**src/hdl/shamh_pkg.sv**
```systemverilog
// Shared constants for the SHA-256 message hasher: working-variable type,
// initial hash values and the round constant table. No dependencies.
package shamh_pkg;

	typedef struct packed {
		logic [31:0] a;
		logic [31:0] b;
		logic [31:0] c;
		logic [31:0] d;
		logic [31:0] e;
		logic [31:0] f;
		logic [31:0] g;
		logic [31:0] h;
	} shamh_vars_t;

	localparam int unsigned HASH_WORDS = 8;
	localparam int unsigned ROUNDS = 64;

	localparam logic [31:0] INIT_HASH [HASH_WORDS] = '{
		32'h6a09e667, 32'hbb67ae85, 32'h3c6ef372, 32'ha54ff53a,
		32'h510e527f, 32'h9b05688c, 32'h1f83d9ab, 32'h5be0cd19
	};

	localparam logic [31:0] ROUND_K [ROUNDS] = '{
		32'h428a2f98, 32'h71374491, 32'hb5c0fbcf, 32'he9b5dba5,
		32'h3956c25b, 32'h59f111f1, 32'h923f82a4, 32'hab1c5ed5,
		32'hd807aa98, 32'h12835b01, 32'h243185be, 32'h550c7dc3,
		32'h72be5d74, 32'h80deb1fe, 32'h9bdc06a7, 32'hc19bf174,
		32'he49b69c1, 32'hefbe4786, 32'h0fc19dc6, 32'h240ca1cc,
		32'h2de92c6f, 32'h4a7484aa, 32'h5cb0a9dc, 32'h76f988da,
		32'h983e5152, 32'ha831c66d, 32'hb00327c8, 32'hbf597fc7,
		32'hc6e00bf3, 32'hd5a79147, 32'h06ca6351, 32'h14292967,
		32'h27b70a85, 32'h2e1b2138, 32'h4d2c6dfc, 32'h53380d13,
		32'h650a7354, 32'h766a0abb, 32'h81c2c92e, 32'h92722c85,
		32'ha2bfe8a1, 32'ha81a664b, 32'hc24b8b70, 32'hc76c51a3,
		32'hd192e819, 32'hd6990624, 32'hf40e3585, 32'h106aa070,
		32'h19a4c116, 32'h1e376c08, 32'h2748774c, 32'h34b0bcb5,
		32'h391c0cb3, 32'h4ed8aa4a, 32'h5b9cca4f, 32'h682e6ff3,
		32'h748f82ee, 32'h78a5636f, 32'h84c87814, 32'h8cc70208,
		32'h90befffa, 32'ha4506ceb, 32'hbef9a3f7, 32'hc67178f2
	};

endpackage

```
**src/hdl/shamh_round.sv**
```systemverilog
// One SHA-256 compression round plus the next message schedule word.
// Uses shamh_pkg for the working-variable type.
module shamh_round (
	input  shamh_pkg::shamh_vars_t v,
	input  logic [31:0]            k,
	input  logic [31:0]            w0,
	input  logic [31:0]            w1,
	input  logic [31:0]            w9,
	input  logic [31:0]            w14,
	output shamh_pkg::shamh_vars_t v_next,
	output logic [31:0]            w_next
);

	logic [31:0] big_s0;
	logic [31:0] big_s1;
	logic [31:0] ch;
	logic [31:0] maj;
	logic [31:0] t1;
	logic [31:0] t2;
	logic [31:0] sm_s0;
	logic [31:0] sm_s1;

	always_comb begin
		big_s1 = {v.e[5:0], v.e[31:6]} ^ {v.e[10:0], v.e[31:11]} ^ {v.e[24:0], v.e[31:25]};
		big_s0 = {v.a[1:0], v.a[31:2]} ^ {v.a[12:0], v.a[31:13]} ^ {v.a[21:0], v.a[31:22]};
		ch     = (v.e & v.f) ^ (~v.e & v.g);
		maj    = (v.a & v.b) ^ (v.a & v.c) ^ (v.b & v.c);
		t1     = v.h + big_s1 + ch + k + w0;
		t2     = big_s0 + maj;

		v_next.a = t1 + t2;
		v_next.b = v.a;
		v_next.c = v.b;
		v_next.d = v.c;
		v_next.e = v.d + t1;
		v_next.f = v.e;
		v_next.g = v.f;
		v_next.h = v.g;

		sm_s0  = {w1[6:0], w1[31:7]} ^ {w1[17:0], w1[31:18]} ^ (w1 >> 3);
		sm_s1  = {w14[16:0], w14[31:17]} ^ {w14[18:0], w14[31:19]} ^ (w14 >> 10);
		w_next = sm_s1 + w9 + sm_s0 + w0;
	end

endmodule

```
**src/hdl/sha256_message_hasher_core.sv**
```systemverilog
// SHA-256 hasher over a byte stream. Bytes are accepted while idle; the 64th byte of a
// block starts 64 rounds through one shared round unit, then the chain add. After the
// end transfer, padding inserts one byte a cycle (64-p or 128-p bytes for p bytes in the
// open block), compressing each filled block, then eight digest words follow, one per
// cycle while m_tready is set. Input is not ready during compression, padding or output.
// Reset (arst_n low) loads the initial hash, clears the byte count and returns to idle.
module sha256_message_hasher_core (
	input  logic        clk,
	input  logic        arst_n,
	input  logic        s_tvalid,
	output logic        s_tready,
	input  logic [7:0]  s_tdata,  // [7:0] data_byte
	input  logic [0:0]  s_tuser,  // [0] byte_present
	input  logic        s_tlast,  // end_of_message
	output logic        m_tvalid,
	input  logic        m_tready,
	output logic [39:0] m_tdata,  // [31:0] digest_word, [34:32] word_index, [39:35] zero
	output logic        m_tlast   // last_word
);

	localparam logic [2:0] ST_IDLE  = 3'd0;
	localparam logic [2:0] ST_ROUND = 3'd1;
	localparam logic [2:0] ST_FOLD  = 3'd2;
	localparam logic [2:0] ST_PAD   = 3'd3;
	localparam logic [2:0] ST_OUT   = 3'd4;

	localparam logic [5:0]  FILL_LAST = 6'd63;
	localparam logic [5:0]  FILL_LEN  = 6'd56;
	localparam logic [5:0]  ROUND_LAST = 6'd63;
	localparam logic [2:0]  WORD_LAST = 3'd7;
	localparam logic [60:0] COUNT_MAX = '1;
	localparam logic [7:0]  PAD_MARK = 8'h80;

	logic [2:0]   state_q;
	logic [511:0] msg_q;
	logic [5:0]   fill_q;
	logic [60:0]  cnt_q;
	logic [5:0]   rnd_q;
	logic         end_q;
	logic         sent80_q;
	logic         lenblk_q;
	logic [2:0]   idx_q;
	logic [31:0]  chain_q [shamh_pkg::HASH_WORDS];
	shamh_pkg::shamh_vars_t wv_q;

	shamh_pkg::shamh_vars_t v_next;
	shamh_pkg::shamh_vars_t chain_vars;
	logic [31:0] w_next;
	logic        in_xfer;
	logic        ins_en;
	logic [7:0]  ins_byte;
	logic [7:0]  pad_byte;
	logic [7:0]  len_byte;
	logic [63:0] len_bits;
	logic        blk_full;

	shamh_round u_round (
		.v      (wv_q),
		.k      (shamh_pkg::ROUND_K[rnd_q]),
		.w0     (msg_q[511:480]),
		.w1     (msg_q[479:448]),
		.w9     (msg_q[223:192]),
		.w14    (msg_q[63:32]),
		.v_next (v_next),
		.w_next (w_next)
	);

	assign s_tready = (state_q == ST_IDLE);
	assign m_tvalid = (state_q == ST_OUT);
	assign m_tdata  = {5'b00000, idx_q, chain_q[0]};
	assign m_tlast  = (idx_q == WORD_LAST);
	assign in_xfer  = s_tvalid && s_tready;

	always_comb begin
		len_bits = {cnt_q, 3'b000};
		len_byte = len_bits[{3'd7 - fill_q[2:0], 3'b000} +: 8];
		priority if (!sent80_q) begin
			pad_byte = PAD_MARK;
		end else if (lenblk_q && (fill_q >= FILL_LEN)) begin
			pad_byte = len_byte;
		end else begin
			pad_byte = 8'h00;
		end
		ins_en   = (in_xfer && s_tuser[0]) || (state_q == ST_PAD);
		ins_byte = (state_q == ST_PAD) ? pad_byte : s_tdata;
		blk_full = ins_en && (fill_q == FILL_LAST);
		chain_vars = {chain_q[0], chain_q[1], chain_q[2], chain_q[3],
			chain_q[4], chain_q[5], chain_q[6], chain_q[7]};
	end

	// control and chaining state
	always_ff @(posedge clk or negedge arst_n) begin
		if (!arst_n) begin
			state_q  <= ST_IDLE;
			fill_q   <= '0;
			cnt_q    <= '0;
			rnd_q    <= '0;
			end_q    <= 1'b0;
			sent80_q <= 1'b0;
			lenblk_q <= 1'b0;
			idx_q    <= '0;
			chain_q  <= shamh_pkg::INIT_HASH;
		end else begin
			if (ins_en) begin
				fill_q <= fill_q + 6'd1;
			end
			if (blk_full) begin
				rnd_q <= '0;
			end
			unique case (state_q)
				ST_IDLE: begin
					if (in_xfer) begin
						end_q <= s_tlast;
						if (s_tuser[0] && (cnt_q != COUNT_MAX)) begin
							cnt_q <= cnt_q + 61'd1;
						end
						priority if (blk_full) begin
							state_q <= ST_ROUND;
						end else if (s_tlast) begin
							state_q <= ST_PAD;
						end else begin
							state_q <= ST_IDLE;
						end
					end
				end
				ST_PAD: begin
					if (!sent80_q) begin
						sent80_q <= 1'b1;
						// length fits behind the mark in this block
						if (fill_q < FILL_LEN) begin
							lenblk_q <= 1'b1;
						end
					end
					if (blk_full) begin
						state_q <= ST_ROUND;
					end
				end
				ST_ROUND: begin
					rnd_q <= rnd_q + 6'd1;
					if (rnd_q == ROUND_LAST) begin
						state_q <= ST_FOLD;
					end
				end
				ST_FOLD: begin
					chain_q[0] <= chain_q[0] + wv_q.a;
					chain_q[1] <= chain_q[1] + wv_q.b;
					chain_q[2] <= chain_q[2] + wv_q.c;
					chain_q[3] <= chain_q[3] + wv_q.d;
					chain_q[4] <= chain_q[4] + wv_q.e;
					chain_q[5] <= chain_q[5] + wv_q.f;
					chain_q[6] <= chain_q[6] + wv_q.g;
					chain_q[7] <= chain_q[7] + wv_q.h;
					priority if (end_q && sent80_q && lenblk_q) begin
						idx_q   <= '0;
						state_q <= ST_OUT;
					end else if (end_q) begin
						// mark went into a block too full for the length: next block is final
						if (sent80_q) begin
							lenblk_q <= 1'b1;
						end
						state_q <= ST_PAD;
					end else begin
						state_q <= ST_IDLE;
					end
				end
				ST_OUT: begin
					if (m_tready) begin
						idx_q <= idx_q + 3'd1;
						if (idx_q == WORD_LAST) begin
							chain_q  <= shamh_pkg::INIT_HASH;
							cnt_q    <= '0;
							fill_q   <= '0;
							end_q    <= 1'b0;
							sent80_q <= 1'b0;
							lenblk_q <= 1'b0;
							state_q  <= ST_IDLE;
						end else begin
							// rotate the next digest word into the output slot
							for (int i = 0; i < 7; i++) begin
								chain_q[i] <= chain_q[i + 1];
							end
							chain_q[7] <= chain_q[0];
						end
					end
				end
				default: begin
					state_q <= ST_IDLE;
				end
			endcase
		end
	end

	// message window and working variables, no reset needed
	always_ff @(posedge clk) begin
		if (ins_en) begin
			msg_q <= {msg_q[503:0], ins_byte};
		end else if (state_q == ST_ROUND) begin
			msg_q <= {msg_q[479:0], w_next};
		end
		if (blk_full) begin
			wv_q <= chain_vars;
		end else if (state_q == ST_ROUND) begin
			wv_q <= v_next;
		end
	end

	a_no_overlap: assert property (@(posedge clk) disable iff (!arst_n)
		!(s_tready && m_tvalid))
		else $error("input ready while digest output is pending");

	a_fold_after_rounds: assert property (@(posedge clk) disable iff (!arst_n)
		(state_q == ST_FOLD) |-> ($past(state_q) == ST_ROUND && $past(rnd_q) == ROUND_LAST))
		else $error("chain add not preceded by the last round");

	a_idle_after_digest: assert property (@(posedge clk) disable iff (!arst_n)
		(m_tvalid && m_tready && m_tlast) |=> (s_tready && fill_q == '0 && cnt_q == '0))
		else $error("not back to idle after the final digest word");

	a_out_needs_padding: assert property (@(posedge clk) disable iff (!arst_n)
		m_tvalid |-> (end_q && sent80_q && lenblk_q && fill_q == '0))
		else $error("digest output without completed padding");

endmodule

```
**config.mk**
```make
export PLATFORM = sky130hd
export DESIGN_NAME = sha256_message_hasher_core
export DESIGN_NICKNAME = d
export VERILOG_FILES = /design/src/hdl/shamh_pkg.sv /design/src/hdl/shamh_round.sv /design/src/hdl/sha256_message_hasher_core.sv
export SDC_FILE = /design/constraint.sdc
export NUM_CORES = 2
export LEC_CHECK = 0
export ABC_CLOCK_PERIOD_IN_PS = 52400
export BUFFER_PORTS_ARGS = -buffer_cell sky130_fd_sc_hd__buf_2
export CORE_MARGIN = 2
export CORE_UTILIZATION = 30
export DETAILED_ROUTE_END_ITERATION = 8
export SYNTH_ARGS = -nofsm -noshare
export SYNTH_HDL_FRONTEND = slang
export SYNTH_SLANG_ARGS = --single-unit
export TNS_END_PERCENT = 10
```
**constraint.sdc**
```tcl
create_clock -name clk -period 52.4 [get_ports clk]
set_clock_uncertainty 0.2 [all_clocks]
set_input_delay 15.72 -clock clk [delete_from_list [all_inputs] [get_ports clk]]
set_output_delay 15.72 -clock clk [all_outputs]
set_load 0.05 [all_outputs]
```
==> flow_metrics.tcl <==
set metrics [dict create \
    hold_class "flop to flop" \
    r2r-end "wv_q[254]" \
    tightest_slew_ps 1360 \
    fin_crit_sh 0.391 \
    layout_commonest_cell "nand2_1" \
    ys_dominant_reg_cell "edfxtp_1" \
    ys_async_sr_fraction 0.306 \
    setup_ws_ps 31890 \
    period_needed_ps 20510 \
    ys_seq_area_frac 0.410 \
    rows 186 \
    dp.cells 11800 \
    cts_tree "built" \
    status "finished, final reports clean" \
    ant_nets 0 \
    grt_max_degree 221 \
    cts_max_level 4 \
    seq_area_sq_mm 0.0317 \
    synth_cells 8818 \
    initial_utilization 0.301 \
    crit_start "s_tvalid" \
    critPathRequiredTime_ps 52640 \
    layout.nets 9156 \
    crit_fanout 220 \
    crit_end "wv_q[143]" \
    cts-root-buf "clkbuf_16" \
    netlist-cell-type-count 95 \
    grt.total_usage 0.192 \
    nFillCells 26200 \
    arrival_ps 20740 \
    clk_pin_slew_ps 60 \
    first_pass_iters 6 \
    r2r_start "rnd_q[2]" \
    area_delta_synth_final_pct 9.87 \
    hpwl_microns 186000 \
    hold_buffers 0 \
    port_buffers 51 \
    wl_per_cell_microns 21.4 \
    core_sq_mm 0.257 \
    fmax_mhz 48.8 \
    die_w_microns 512 \
    slew_viol_final 0 \
    vias 63600 \
    ys_ff_latch 1106 \
    drv_cap 0 \
    max-slew-margin-rel 0.0917 \
    gp_congestion 0.981 \
    synth_edf_count 768 \
    grt_pass1_wl_microns 389000 \
    cp-end-kind "flop" \
    regToRegSetupSlack_ps 42420 \
    syn_area_per_cell_sq_um 8.77 \
    grt_pass1_vias 60900 \
    setup_viol 0 \
    ctsLongestPathBuffers 3 \
    r2r_cells 31 \
    final_cell_mix "2356 x nand2_1, 768 x edfxtp_1, 606 x o21ai_0" \
    worst_setup_path_start_kind "primary input" \
    wl_microns 258000 \
    numCtsBuffers 133 \
    drive_gt1_frac 0.0653 \
    grt_antenna_before_repair 11 \
    die_h_microns 512 \
    via_per_inst 5.28 \
    cts_setup_buffers 0 \
    netlist_area_sq_mm 0.0773 \
    io_pins 57 \
    multiInputGateArea_sq_mm 0.0417 \
    cts_resized 0 \
    yosysWarnings 0 \
    final.setup.tns_ps 0 \
    critical_path_class "primary input to flop" \
    hold_viol 0 \
    fin_cells 12000 \
    post-place-ws_ps 30860 \
    gr-total-overflow 0 \
    clkSinkCount 1106 \
    drt_iter0_drc 6638 \
    drc 0 \
    clock_latency_ps 830 \
    die_area_sq_mm 0.262 \
    rsz0062_at_grt "false" \
]
-- cell type report --
class / instances / share of cell area
clock buffers: 163 / 0.0415
flip-flops and latches: 1106 / 0.373
multi-input cells: 6666 / 0.490
well taps: 3384 / 0.0498
repair buffers: 127 / 0.0106
inverters: 512 / 0.0228
clock inverters: 82 / 0.0116
diodes: 6 / 0.000177
-- per-stage QoR --
stage / utilization / hold WS, ps / cell area [sq um]
CTS: 0.331 / 283 / 84900
floorplan: - / 249 / 77300
detailed placement: 0.313 / 274 / 80400
global placement: 0.313 / 269 / 80400
global route: 0.331 / 294 / 84900
finish: 0.331 / 283 / 85000
-- logic make-up after synthesis --
| family | count (synthesis) | share of synthesized area |
|---|---|---|
| simple gates | 3441 | 0.185 |
| fa+ha+maj | 599 | 0.116 |
| compound gates | 1941 | 0.155 |
| xor+xnor | 607 | 0.0688 |
| buf+inv | 1050 | 0.0528 |
| other cells | 1 | 0.0000485 |
| flops | 1106 | 0.410 |
| mux | 73 | 0.0127 |
-- worst max-delay path, cell delays in order --
cell	delay [ps]
buf_2	110
nor2b_1	240
nand3_1	190
a21oi_4	180
buf_12	490
nand2_1	230
nor3_2	290
buf_12	560
nor2_1	320
inv_8	530
buf_4	880
buf_4	830
-- per-layer routing --
layer | track usage | wire length, microns | vias to the layer above
met5 | 0 | 72 | -
met1 | 0.268 | 114000 | 31100
met3 | 0.0301 | 19300 | 413
met2 | 0.297 | 115000 | 2438
li1 | - | - | 29700
met4 | 0.0722 | 10000 | 12
-- worst min path at each step --
stage,startpoint,to,depth (start not counted),slack [ps]
6_report,chain_q[3],chain_q[3],2,280
5_1_grt,chain_q[48],chain_q[48],2,290
4_1_cts,chain_q[3],chain_q[3],2,280
3_5_place_dp,chain_q[3],chain_q[3],2,270
3_3_place_gp,chain_q[48],chain_q[48],2,270
2_1_floorplan,chain_q[48],chain_q[48],2,250
-- state kept, by name, indices dropped and copies added, names as in the netlist --
name      cells
idx_q         3
lenblk_q      1
m_tdata      32
cnt_q        61
wv_q        256
rnd_q         6
msg_q       512
sent80_q      1
fill_q        6
end_q         1
state_q       3
chain_q     224
-- cells in the mapped netlist, types with 62 or more instances --
cell type     n  share of area
nand2_1    2359           0.11
edfxtp_1    768           0.30
o21ai_0     606          0.039
inv_1       508          0.025
nor2_1      488          0.024
a21oi_1     474          0.031
clkbuf_1    474          0.023
ha_1        401          0.065
xnor2_1     352          0.040
xor2_1      255          0.029
dfrtp_1     202          0.065
fa_1        195          0.050
a21o_1      188          0.018
dfstp_2     136          0.046
nand3_1     128         0.0083
a31oi_1     113         0.0091
nor3_1      105         0.0068
nand2b_1     66         0.0053
o22ai_1      62         0.0050
Power is not shown: default switching activity piles up to over one toggle a cycle in this logic, so the estimate is an artifact.
